File: src/brmss_pkg.sv
package brmss_pkg;

    localparam int AXES_MAX    = 8;
    localparam int PLANES_MAX  = 8;
    localparam int LANE_W      = 8;
    localparam int DIST_W      = 64;
    localparam int MASK_W      = 8;
    localparam int START_W     = 8;
    localparam int DEPTH_W     = 4;
    localparam int QUEUE_DEPTH = 2;

    localparam logic FUNC_LOAD = 1'b0;
    localparam logic FUNC_TICK = 1'b1;

    // start index of a run, by depth - 1
    localparam logic [START_W-1:0] START_TABLE [PLANES_MAX] =
        '{8'd0, 8'd2, 8'd6, 8'd14, 8'd30, 8'd62, 8'd126, 8'd254};

    typedef logic [AXES_MAX-1:0] plane_t;

    // classified item passed from front to back; planes are stored MSB plane first
    typedef struct packed {
        logic                          is_tick;
        plane_t [PLANES_MAX-1:0]       planes;
        logic [START_W-1:0]            start;
    } brmss_item_t;

endpackage

File: src/brmss_in_if.sv
interface brmss_in_if;
    logic        valid;
    logic        ready;
    logic        func;
    logic [63:0] distances;

    modport source (output valid, output func, output distances, input ready);
    modport sink   (input valid, input func, input distances, output ready);
endinterface

File: src/brmss_out_if.sv
interface brmss_out_if;
    logic       valid;
    logic       ready;
    logic [7:0] step_mask;
    logic       run_last;
    logic       stepping;

    modport source (output valid, output step_mask, output run_last, output stepping,
                    input ready);
    modport sink   (input valid, input step_mask, input run_last, input stepping,
                    output ready);
endinterface

File: src/brmss_front.sv
module brmss_front #(
    parameter int AXES   = 8,
    parameter int PLANES = 8
) (
    brmss_in_if.sink              in_ch,
    input  logic                  full,
    output logic                  push,
    output brmss_pkg::brmss_item_t push_item
);
    import brmss_pkg::*;

    plane_t [PLANES_MAX-1:0] planes;
    logic [DEPTH_W-1:0]      depth;

    // bit-plane slicing and depth search
    always_comb
    begin
        planes = '0;
        depth  = DEPTH_W'(1);
        for (int a = 0; a < AXES; a++)
        begin
            for (int b = 0; b < PLANES; b++)
            begin
                planes[b][a] = in_ch.distances[a*LANE_W + b];
            end
        end
        for (int b = 0; b < PLANES; b++)
        begin
            if (|planes[b])
            begin
                depth = DEPTH_W'(b + 1);
            end
        end
    end

    // entry i holds plane depth-1-i, zero beyond depth
    always_comb
    begin
        push_item.is_tick = (in_ch.func == FUNC_TICK);
        push_item.start   = START_TABLE[3'(depth - DEPTH_W'(1))];
        for (int i = 0; i < PLANES_MAX; i++)
        begin
            if (DEPTH_W'(i) < depth)
            begin
                push_item.planes[i] = planes[3'(depth - DEPTH_W'(1) - DEPTH_W'(i))];
            end
            else
            begin
                push_item.planes[i] = '0;
            end
        end
    end

    assign in_ch.ready = !full;
    assign push        = in_ch.valid && !full;

endmodule

File: src/brmss_queue.sv
module brmss_queue #(
    parameter int DEPTH = 2
) (
    input  logic                   clk,
    input  logic                   rst_n,
    input  logic                   push,
    input  brmss_pkg::brmss_item_t push_item,
    output logic                   full,
    input  logic                   pop,
    output logic                   head_valid,
    output brmss_pkg::brmss_item_t head_item
);
    import brmss_pkg::*;

    localparam int PTR_W = (DEPTH > 1) ? $clog2(DEPTH) : 1;
    localparam int CNT_W = $clog2(DEPTH + 1);

    brmss_item_t        entries_reg [DEPTH];
    logic [PTR_W-1:0]   wr_ptr_reg, wr_ptr_next;
    logic [PTR_W-1:0]   rd_ptr_reg, rd_ptr_next;
    logic [CNT_W-1:0]   count_reg, count_next;

    function automatic logic [PTR_W-1:0] ptr_inc(input logic [PTR_W-1:0] p);
        if (p == PTR_W'(DEPTH - 1))
        begin
            return '0;
        end
        return p + PTR_W'(1);
    endfunction

    always_comb
    begin
        wr_ptr_next = push ? ptr_inc(wr_ptr_reg) : wr_ptr_reg;
        rd_ptr_next = pop ? ptr_inc(rd_ptr_reg) : rd_ptr_reg;
        count_next  = count_reg;
        if (push && !pop)
        begin
            count_next = count_reg + CNT_W'(1);
        end
        else if (pop && !push)
        begin
            count_next = count_reg - CNT_W'(1);
        end
    end

    always_ff @(posedge clk or negedge rst_n)
    begin
        if (!rst_n)
        begin
            wr_ptr_reg <= '0;
            rd_ptr_reg <= '0;
            count_reg  <= '0;
        end
        else
        begin
            wr_ptr_reg <= wr_ptr_next;
            rd_ptr_reg <= rd_ptr_next;
            count_reg  <= count_next;
        end
    end

    always_ff @(posedge clk)
    begin
        if (push)
        begin
            entries_reg[wr_ptr_reg] <= push_item;
        end
    end

    assign full       = (count_reg == CNT_W'(DEPTH));
    assign head_valid = (count_reg != '0);
    assign head_item  = entries_reg[rd_ptr_reg];

endmodule

File: src/brmss_back.sv
module brmss_back #(
    parameter int AXES   = 8,
    parameter int PLANES = 8
) (
    input  logic                   clk,
    input  logic                   rst_n,
    input  logic                   head_valid,
    input  brmss_pkg::brmss_item_t head_item,
    output logic                   pop,
    brmss_out_if.source            out_ch
);
    import brmss_pkg::*;

    localparam int IDX_W = (PLANES > 1) ? $clog2(PLANES) : 1;

    typedef logic [PLANES-1:0][AXES-1:0] bank_t;

    bank_t               bank_reg [2];
    logic [PLANES-1:0]   run_index_reg, run_index_next;
    logic [PLANES-1:0]   standby_start_reg, standby_start_next;
    logic                standby_valid_reg, standby_valid_next;
    logic                run_active_reg, run_active_next;
    logic                active_bank_reg, active_bank_next;
    logic                out_valid_reg, out_valid_next;
    logic [MASK_W-1:0]   out_mask_reg;
    logic                out_last_reg;
    logic                out_stepping_reg;

    logic                slot_free;
    logic                do_tick;
    logic                do_load;
    logic                promote_now;
    logic                active_now;
    logic                standby_after;
    logic                bank_sel;
    bank_t               cur_bank;
    logic [PLANES-1:0]   idx0, idx1;
    logic [AXES-1:0]     mask0, mask;
    logic                last;

    // number of trailing ones; the run index never reaches the top bit's position
    function automatic logic [IDX_W-1:0] plane_sel(input logic [PLANES-1:0] v);
        logic [IDX_W-1:0] cnt;
        logic             ones;
        cnt  = '0;
        ones = 1'b1;
        for (int i = 0; i < PLANES - 1; i++)
        begin
            ones = ones & v[i];
            cnt  = cnt + IDX_W'(ones);
        end
        return cnt;
    endfunction

    assign slot_free = !out_valid_reg || out_ch.ready;
    assign pop       = head_valid && (!head_item.is_tick || slot_free);
    assign do_tick   = pop && head_item.is_tick;
    assign do_load   = pop && !head_item.is_tick;

    always_comb
    begin
        promote_now   = !run_active_reg && standby_valid_reg;
        active_now    = run_active_reg || standby_valid_reg;
        standby_after = standby_valid_reg && !promote_now;
        bank_sel      = promote_now ? !active_bank_reg : active_bank_reg;
        idx0          = promote_now ? standby_start_reg : run_index_reg;
        cur_bank      = bank_reg[bank_sel];
        mask0         = cur_bank[plane_sel(idx0)];
        // empty plane: borrow the next index once, but never below zero
        if (mask0 == '0 && idx0 != '0)
        begin
            idx1 = idx0 - PLANES'(1);
            mask = cur_bank[plane_sel(idx1)];
        end
        else
        begin
            idx1 = idx0;
            mask = mask0;
        end
        last = (idx1 == '0);

        run_index_next     = run_index_reg;
        standby_start_next = standby_start_reg;
        standby_valid_next = standby_valid_reg;
        run_active_next    = run_active_reg;
        active_bank_next   = active_bank_reg;

        if (do_load)
        begin
            standby_start_next = head_item.start[PLANES-1:0];
            standby_valid_next = 1'b1;
        end
        else if (do_tick && active_now)
        begin
            if (last)
            begin
                if (standby_after)
                begin
                    active_bank_next   = !bank_sel;
                    run_index_next     = standby_start_reg;
                    run_active_next    = 1'b1;
                    standby_valid_next = 1'b0;
                end
                else
                begin
                    active_bank_next   = bank_sel;
                    run_active_next    = 1'b0;
                    standby_valid_next = 1'b0;
                end
            end
            else
            begin
                active_bank_next   = bank_sel;
                run_index_next     = idx1 - PLANES'(1);
                run_active_next    = 1'b1;
                standby_valid_next = standby_after;
            end
        end

        out_valid_next = out_valid_reg;
        if (do_tick)
        begin
            out_valid_next = 1'b1;
        end
        else if (out_ch.ready)
        begin
            out_valid_next = 1'b0;
        end
    end

    always_ff @(posedge clk or negedge rst_n)
    begin
        if (!rst_n)
        begin
            run_index_reg     <= '0;
            standby_start_reg <= '0;
            standby_valid_reg <= 1'b0;
            run_active_reg    <= 1'b0;
            active_bank_reg   <= 1'b0;
            out_valid_reg     <= 1'b0;
        end
        else
        begin
            run_index_reg     <= run_index_next;
            standby_start_reg <= standby_start_next;
            standby_valid_reg <= standby_valid_next;
            run_active_reg    <= run_active_next;
            active_bank_reg   <= active_bank_next;
            out_valid_reg     <= out_valid_next;
        end
    end

    // plane banks and result payload
    always_ff @(posedge clk)
    begin
        if (do_load)
        begin
            for (int b = 0; b < PLANES; b++)
            begin
                bank_reg[!active_bank_reg][b] <= head_item.planes[b][AXES-1:0];
            end
        end
        if (do_tick)
        begin
            out_mask_reg     <= active_now ? MASK_W'(mask) : '0;
            out_last_reg     <= active_now && last;
            out_stepping_reg <= active_now;
        end
    end

    assign out_ch.valid     = out_valid_reg;
    assign out_ch.step_mask = out_mask_reg;
    assign out_ch.run_last  = out_last_reg;
    assign out_ch.stepping  = out_stepping_reg;

endmodule

File: src/binary_rate_multiplier_step_sequencer.sv
// A tick result is held in a queue entry, then in the result register; it waits in the queue while that is stalled.
// Loads give no result and are absorbed one per cycle while no tick waits at the queue head.
// Throughput: one item per cycle while the result is taken; a 2-entry queue between classifier and sequencer
// lets each side stall alone, the result register lets input flow while output waits.
// Reset (rst_n, async low): queue empty, no run, no standby run, bank 0 active.
module binary_rate_multiplier_step_sequencer #(
    parameter int AXES   = 8,
    parameter int PLANES = 8
) (
    input  logic        clk,
    input  logic        rst_n,
    brmss_in_if.sink    in_ch,
    brmss_out_if.source out_ch
);
    import brmss_pkg::*;

    logic        push;
    logic        full;
    logic        pop;
    logic        head_valid;
    brmss_item_t push_item;
    brmss_item_t head_item;

    brmss_front #(
        .AXES   (AXES),
        .PLANES (PLANES)
    ) u_front (
        .in_ch     (in_ch),
        .full      (full),
        .push      (push),
        .push_item (push_item)
    );

    brmss_queue #(
        .DEPTH (QUEUE_DEPTH)
    ) u_queue (
        .clk        (clk),
        .rst_n      (rst_n),
        .push       (push),
        .push_item  (push_item),
        .full       (full),
        .pop        (pop),
        .head_valid (head_valid),
        .head_item  (head_item)
    );

    brmss_back #(
        .AXES   (AXES),
        .PLANES (PLANES)
    ) u_back (
        .clk        (clk),
        .rst_n      (rst_n),
        .head_valid (head_valid),
        .head_item  (head_item),
        .pop        (pop),
        .out_ch     (out_ch)
    );

endmodule

File: src/flat_wrapper.sv
// flat-port wrapper written by rule: the top's interface ports become plain ports
module binary_rate_multiplier_step_sequencer_flat import brmss_pkg::*;
#(
    parameter int AXES   = 8,
    parameter int PLANES = 8
)
  (clk, rst_n, in_ch_valid, in_ch_func, in_ch_distances, in_ch_ready, out_ch_valid, out_ch_step_mask, out_ch_run_last, out_ch_stepping, out_ch_ready);
  brmss_in_if in_ch_i ();
  brmss_out_if out_ch_i ();
  input  logic clk;
  input  logic rst_n;
  input wire logic [$bits(in_ch_i.valid)-1:0] in_ch_valid;
  input wire logic [$bits(in_ch_i.func)-1:0] in_ch_func;
  input wire logic [$bits(in_ch_i.distances)-1:0] in_ch_distances;
  output wire logic [$bits(in_ch_i.ready)-1:0] in_ch_ready;
  output wire logic [$bits(out_ch_i.valid)-1:0] out_ch_valid;
  output wire logic [$bits(out_ch_i.step_mask)-1:0] out_ch_step_mask;
  output wire logic [$bits(out_ch_i.run_last)-1:0] out_ch_run_last;
  output wire logic [$bits(out_ch_i.stepping)-1:0] out_ch_stepping;
  input wire logic [$bits(out_ch_i.ready)-1:0] out_ch_ready;
  assign in_ch_i.valid = in_ch_valid;
  assign in_ch_i.func = in_ch_func;
  assign in_ch_i.distances = in_ch_distances;
  assign in_ch_ready = in_ch_i.ready;
  assign out_ch_valid = out_ch_i.valid;
  assign out_ch_step_mask = out_ch_i.step_mask;
  assign out_ch_run_last = out_ch_i.run_last;
  assign out_ch_stepping = out_ch_i.stepping;
  assign out_ch_i.ready = out_ch_ready;
  binary_rate_multiplier_step_sequencer #(.AXES(AXES), .PLANES(PLANES)) u_core (.clk(clk), .rst_n(rst_n), .in_ch(in_ch_i), .out_ch(out_ch_i));
endmodule
File: config.mk
export PLATFORM = sky130hd
export DESIGN_NAME = binary_rate_multiplier_step_sequencer_flat
export DESIGN_NICKNAME = d
export VERILOG_FILES = /design/src/brmss_pkg.sv /design/src/brmss_in_if.sv /design/src/brmss_out_if.sv /design/src/brmss_front.sv /design/src/brmss_queue.sv /design/src/brmss_back.sv /design/src/binary_rate_multiplier_step_sequencer.sv /design/src/flat_wrapper.sv
export SDC_FILE = /design/constraint.sdc
export NUM_CORES = 1
export LEC_CHECK = 0
export BUFFER_PORTS_ARGS = -buffer_cell sky130_fd_sc_hd__clkbuf_2
export CORE_MARGIN = 4
export CORE_UTILIZATION = 60
export DETAILED_ROUTE_END_ITERATION = 16
export MAX_ROUTING_LAYER = met4
export PLACE_DENSITY = 0.84
export SETUP_SLACK_MARGIN = 0.5
export SYNTH_ARGS = -nofsm -noshare
export SYNTH_HDL_FRONTEND = slang
export SYNTH_SLANG_ARGS = --single-unit
export TNS_END_PERCENT = 100
File: constraint.sdc
create_clock -name clk -period 9.1 [get_ports clk]
set_input_delay 0.455 -clock clk [delete_from_list [all_inputs] [get_ports clk]]
set_output_delay 0.455 -clock clk [all_outputs]
set_load 0.005 [all_outputs]
==> results.txt, run 1 <==
outcome: finished clean
Final min period: 8.05 ns
r2r setup slk: 1.05 ns
crit share post-route: 0.885
post-layout util: 0.684
Num Clock Sinks: 305
Die Width: 169 microns
Worst-path clk slew: 0.06 ns
Synth Cell Area: 15600 sq um
core outline area: 25400 sq um
Final Hold Violating Endpoints: 0
Fin Hold WS: 0.0875 ns
CP startpoint: u_core.u_back.run_active_reg$_DFFE_PN0P_
DP Wirelength: 24800 microns
worst r2r src: u_core.u_back.run_active_reg$_DFFE_PN0P_
Pre-Repair DR Iteration Count: 6
most common cell in the netlist: edfxtp_1
setup tns final: 0 ns
Starting Density: 0.614
Hold Crit Start: in_ch_func
RSZ-0062 raised after global routing: false
GP Congestion: 0.941
top post-synthesis cells by area: edfxtp_1 54%, mux2i_1 9.8%, mux4_2 9.2%
crit-path max cell delay: 0.84 ns
average wire per standard cell: 23.8 microns
crit end category: register
Hold EP: u_core.u_queue.entries_reg[0][72]$_DFFE_PP_
num rows: 58
share of the synthesized area in the top cell type: 0.543
syn_area_per_cell: 14.5 sq um
initial DRC count: 1169
Antenna Nets Post-Route: 0
number of synthesized flops with an enable pin: 282
post-synth net total: 1163
hold depth: 1
Die ar.: 28600 sq um
post-synthesis sequential area ratio: 0.580
YS warnings: 0
FFs w/ async S/R, synth: 0.0754
DIE HEIGHT: 169 microns
Fmax: 124 MHz
Total Wirelength: 35800 microns
HP Class: in2reg
Critical Path RT: 9.55 ns
Post-Synthesis Cells: 1072
max FFs per register: 144
Setup Viol. Count Final: 0
worst-case reg-to-reg path depth: 25
Post-route DRC: 0
fin nets: 1241
Worst Path Arrival: 8.50 ns
Least-Margin Pin Slew: 1.19 ns
Max Slew Vio Count: 0
cell count after placement: 1446
Area Growth Syn to Fin: 11.4%
Setup Skew: 0.0224 ns
cts bufs inserted: 31
CTS HTree Levels: 1
initial antenna violation count: 0
clk root buf: clkbuf_16
critical path peak fanout: 16
commonest cells in the synthesized netlist: 282 x edfxtp_1, 153 x mux2i_1, 96 x nor2_1
Crit Path Class: reg2reg
Fillers: 1688
worst skew pair latency: 0.56 ns
Synth Flop Type: edfxtp_1
maximum vdd drop: 0.340 mV
reg-to-reg critical path endpoint: u_core.u_back.run_index_reg[2]$_DFFE_PN0P_
Layout Cells excl Fill: 1502
# diodes: 0
fraction of layout cells with a size suffix above 1: 0.260
Overall Power: 7.48 mW
CP max-delay cell: fa_2
Vias: 9720
largest net degree at the start of global routing: 74
gr ovfl total: 0
GRT Util Overall: 0.261
IO Pins: 81
CTS tree: done
vias in the first global route: 10100
Yosys reg bits: 305
routed vias/inst: 6.47
PwrDens: 431 nW/um^2
static leakage: 6.16 nW
crit start category: register
number of port buffers: 80
first-pass GRT wire length: 56400 microns
max cap viols: 0
Bufs on Longest Clock Path: 3
Synth area leader: edfxtp_1
Synth cell types: 68
Rel. slew slack: 0.198
==> routing by layer <==
layer | vias up | global-route usage | part of all wire
li1 | 4333 | - | -
met1 | 4801 | 0.362 | 0.42
met2 | 523 | 0.418 | 0.49
met3 | 63 | 0.0349 | 0.077
met4 | 0 | 0.0644 | 0.021
met5 | - | - | 0
==> power breakdown <==
group	switching (mW)	total [mW]	internal [mW]
Clock	0.529	1.24	0.713
Sequential	0.231	2.39	2.16
Combinational	1.98	3.84	1.86
Total	2.74	7.48	4.74
==> cell type report <==
type                       instances  area [sq um]  share of cell area
clock inverter                    19           196              0.0113
multi-input combinational        689          6260               0.360
timing repair buffer             101           573              0.0330
inverter                          22          82.6             0.00476
sequential                       305          9040               0.521
tap                              330           413              0.0238
clock buffer                      36           795              0.0458
==> through the flow <==
stage / setup slack (ns) / area (sq um)
finish: 1.05 / 17400
global route: 0.590 / 17400
CTS: 0.814 / 17400
detailed placement: 0.791 / 16400
global placement: 1.07 / 16400
floorplan: 1.56 / 15600
==> critical path, delay by kind of cell (launching register included) <==
kind	cells	cell delay, ns
flops	1	0.47
mux	3	1.14
buf+inv	3	0.44
simple gates	8	1.48
compound gates	5	1.80
fa+ha+maj	6	2.57
==> cell usage in the layout (no fill, tap or decap), types with 4 or more instances in the layout <==
master and n:
clkbuf_16 31, edfxtp_1 282, nand2_1 75, a211oi_1 4, nor2_1 95, xor2_1 4, mux2_4 4, clkbuf_1 5
and2_1 9, clkbuf_2 80, mux2i_1 153, a32o_1 9, a31oi_1 7, o221ai_1 8, ha_1 16, nand3_1 14
clkinvlp_4 4, inv_6 4, or3_1 4, mux4_2 64, buf_4 19, nor3_1 10, clkinv_1 6, nand4_1 4
nor4_1 9, o21ai_0 9, a21oi_1 35, xnor2_1 13, inv_1 19, dfrtp_1 22, or4_1 7, nand2b_1 7
fa_1 4, mux2_2 70
==> cell families after synthesis <==
kind of cell / count (synthesis) / synth area share
flops: 305 / 0.580
fa+ha+maj: 23 / 0.0214
compound gates: 101 / 0.0454
simple gates: 256 / 0.0759
xor+xnor: 18 / 0.0113
buf+inv: 78 / 0.0205
mux: 291 / 0.245
==> repair_timing <==
action,4_1_cts,5_1_grt
buffers inserted,0,0
endpoints found under the hold margin,23,0
setup endpoints to repair,0,6
resized for setup,0,2
hold buffers,1,0
==> how the worst max path moves through the flow <==
stage,slack [ns],depth (start not counted),end
global route,0.59,25,u_core.u_back.run_index_reg[3]$_DFFE_PN0P_
detailed placement,0.79,25,u_core.u_back.run_index_reg[2]$_DFFE_PN0P_
CTS,0.81,25,u_core.u_back.run_index_reg[2]$_DFFE_PN0P_
finish,1.05,25,u_core.u_back.run_index_reg[2]$_DFFE_PN0P_
global placement,1.07,25,u_core.u_back.run_index_reg[2]$_DFFE_PN0P_
floorplan,1.56,30,u_core.u_back.run_index_reg[1]$_DFFE_PN0P_
Power figures use the tool's default switching activity.
==> run 2, diff against run 1 <==
--- a/config.mk
+++ b/config.mk
@@ -9,7 +9,6 @@
 export CORE_MARGIN = 4
 export CORE_UTILIZATION = 60
 export DETAILED_ROUTE_END_ITERATION = 16
-export MAX_ROUTING_LAYER = met4
 export PLACE_DENSITY = 0.84
 export SETUP_SLACK_MARGIN = 0.5
 export SYNTH_ARGS = -nofsm -noshare
==> run 2 against run 1 <==
Die area unchanged. Critical path depth up 1. Cell area down 0.21%. Clock power about the same. First-iteration DRC count down 17%. Critical endpoint unchanged. Largest cell class unchanged.
==> results.txt, run 2 (synthesis gave the netlist of run 1 again) <==
gr ovfl total: 0
IO Pins: 81
max cap viols: 0
crit share post-route: 0.884
static leakage: 6.15 nW
routed vias/inst: 6.48
core outline area: 25400 sq um
Critical Path RT: 9.56 ns
worst skew pair latency: 0.58 ns
DP Wirelength: 24900 microns
# diodes: 0
vias in the first global route: 9808
maximum vdd drop: 0.344 mV
Crit Path Class: reg2reg
setup tns final: 0 ns
Setup Skew: 0.0157 ns
GRT Util Overall: 0.252
Antenna Nets Post-Route: 0
fin nets: 1242
CTS HTree Levels: 1
cts bufs inserted: 31
HP Class: in2reg
Die Width: 169 microns
Fillers: 1706
Post-route DRC: 0
Die ar.: 28600 sq um
CTS tree: done
largest net degree at the start of global routing: 74
Worst Path Arrival: 8.50 ns
Worst-path clk slew: 0.07 ns
critical path peak fanout: 16
Total Wirelength: 36100 microns
average wire per standard cell: 24.0 microns
initial antenna violation count: 0
CP max-delay cell: fa_1
fraction of layout cells with a size suffix above 1: 0.258
Final min period: 8.04 ns
crit start category: register
Vias: 9760
Area Growth Syn to Fin: 11.2%
clk root buf: clkbuf_16
outcome: finished clean
Overall Power: 7.46 mW
RSZ-0062 raised after global routing: false
Pre-Repair DR Iteration Count: 5
Rel. slew slack: 0.195
GP Congestion: 0.920
Final Hold Violating Endpoints: 0
Post-CTS Setup Bufs: 0
cell count after placement: 1447
num rows: 58
number of port buffers: 80
PwrDens: 431 nW/um^2
Fmax: 124 MHz
Setup Viol. Count Final: 0
DIE HEIGHT: 169 microns
most frequent cells in the layout: 282 x edfxtp_1, 153 x mux2i_1, 95 x nor2_1, 80 x clkbuf_2, 75 x nand2_1
Num Clock Sinks: 305
first-pass GRT wire length: 56100 microns
Bufs on Longest Clock Path: 3
Starting Density: 0.614
crit end category: register
initial DRC count: 970
max FFs per register: 144
commonest non-fill, non-tap cell in the layout: edfxtp_1
Least-Margin Pin Slew: 1.20 ns
Layout Cells excl Fill: 1506
crit-path max cell delay: 0.80 ns
Max Slew Vio Count: 0
## run 2: cell count changes in the layout (fill, tap and decap cells not counted), sizes merged
cell | previous run | this run
inv | 25 | 24
buf | 20 | 21
clkinv | 9 | 13
clkbuf | 116 | 120
clkinvlp | 4 | 2
bufinv | 3 | 1
## run 2: per-stage QoR
| step | hold WS, ns | utilization | setup slack (ns) | instance area [sq um] |
|---|---|---|---|---|
| after detailed placement | 0.485 | 0.644 | 0.932 | 16400 |
| final | 0.0763 | 0.682 | 1.06 | 17300 |
| after CTS | 0.0519 | 0.682 | 0.868 | 17300 |
| after global placement | 0.471 | 0.644 | 1.15 | 16400 |
| after floorplan | 0.159 | - | 1.56 | 15600 |
| after global routing | 0.0667 | 0.682 | 0.551 | 17300 |
## run 2: layout make-up
class / count / area [sq um] / share of cell area
clock buffer: 40 / 820 / 0.0473
inverter: 22 / 82.6 / 0.00477
multi-input combinational: 689 / 6260 / 0.361
timing repair buffer: 102 / 568 / 0.0328
tap: 330 / 413 / 0.0238
clock inverter: 18 / 143 / 0.00823
sequential: 305 / 9040 / 0.522
## run 2: power by group
group	leakage, nW	internal, mW	switching (mW)
combinational	2.83	1.85	2.02
clock	0.466	0.670	0.539
sequential	2.86	2.16	0.229
## run 2: repair_timing
action                                 CTS  global route
resized for setup                        0             2
setup endpoints to repair                0             4
endpoints found under the hold margin   23             0
hold buffers                             1             0
## run 2: path summary, 6_finish.rpt
path	start	slack (ns)	cells after the start	endpoint
max	u_core.u_back.run_active_reg$_DFFE_PN0P_	1.06	26	u_core.u_back.run_index_reg[2]$_DFFE_PN0P_
min	in_ch_func	0.08	1	u_core.u_queue.entries_reg[0][72]$_DFFE_PP_
max reg2reg	u_core.u_back.run_active_reg$_DFFE_PN0P_	1.06	26	u_core.u_back.run_index_reg[2]$_DFFE_PN0P_
min reg2reg	u_core.u_back.out_ch.valid$_DFFE_PN0P_	0.54	2	u_core.u_back.out_ch.valid$_DFFE_PN0P_
max in group asynchronous	rst_n	8.23	2	u_core.u_queue.rd_ptr_reg$_DFFE_PN0P_
min in group asynchronous	rst_n	0.43	2	u_core.u_queue.wr_ptr_reg$_DFFE_PN0P_
## run 2: worst max-delay path: cells and delay by family (launching register included)
family	cells	cell delay [ns]
buffers and inverters	3	0.49
adders and majority gates	6	2.50
muxes	3	1.12
AOI/OAI and AO/OA	5	1.56
and+or+nand+nor	9	1.78
DFF	1	0.47
## run 2: routing by layer
layer / global-route usage / vias up / routed length, microns
met1: 0.364 / 4824 / 15000
met4: 0.0732 / 0 / 1050
li1: - / 4333 / -
met3: 0.0361 / 71 / 2850
met2: 0.408 / 532 / 17300
met5: 0 / - / 0
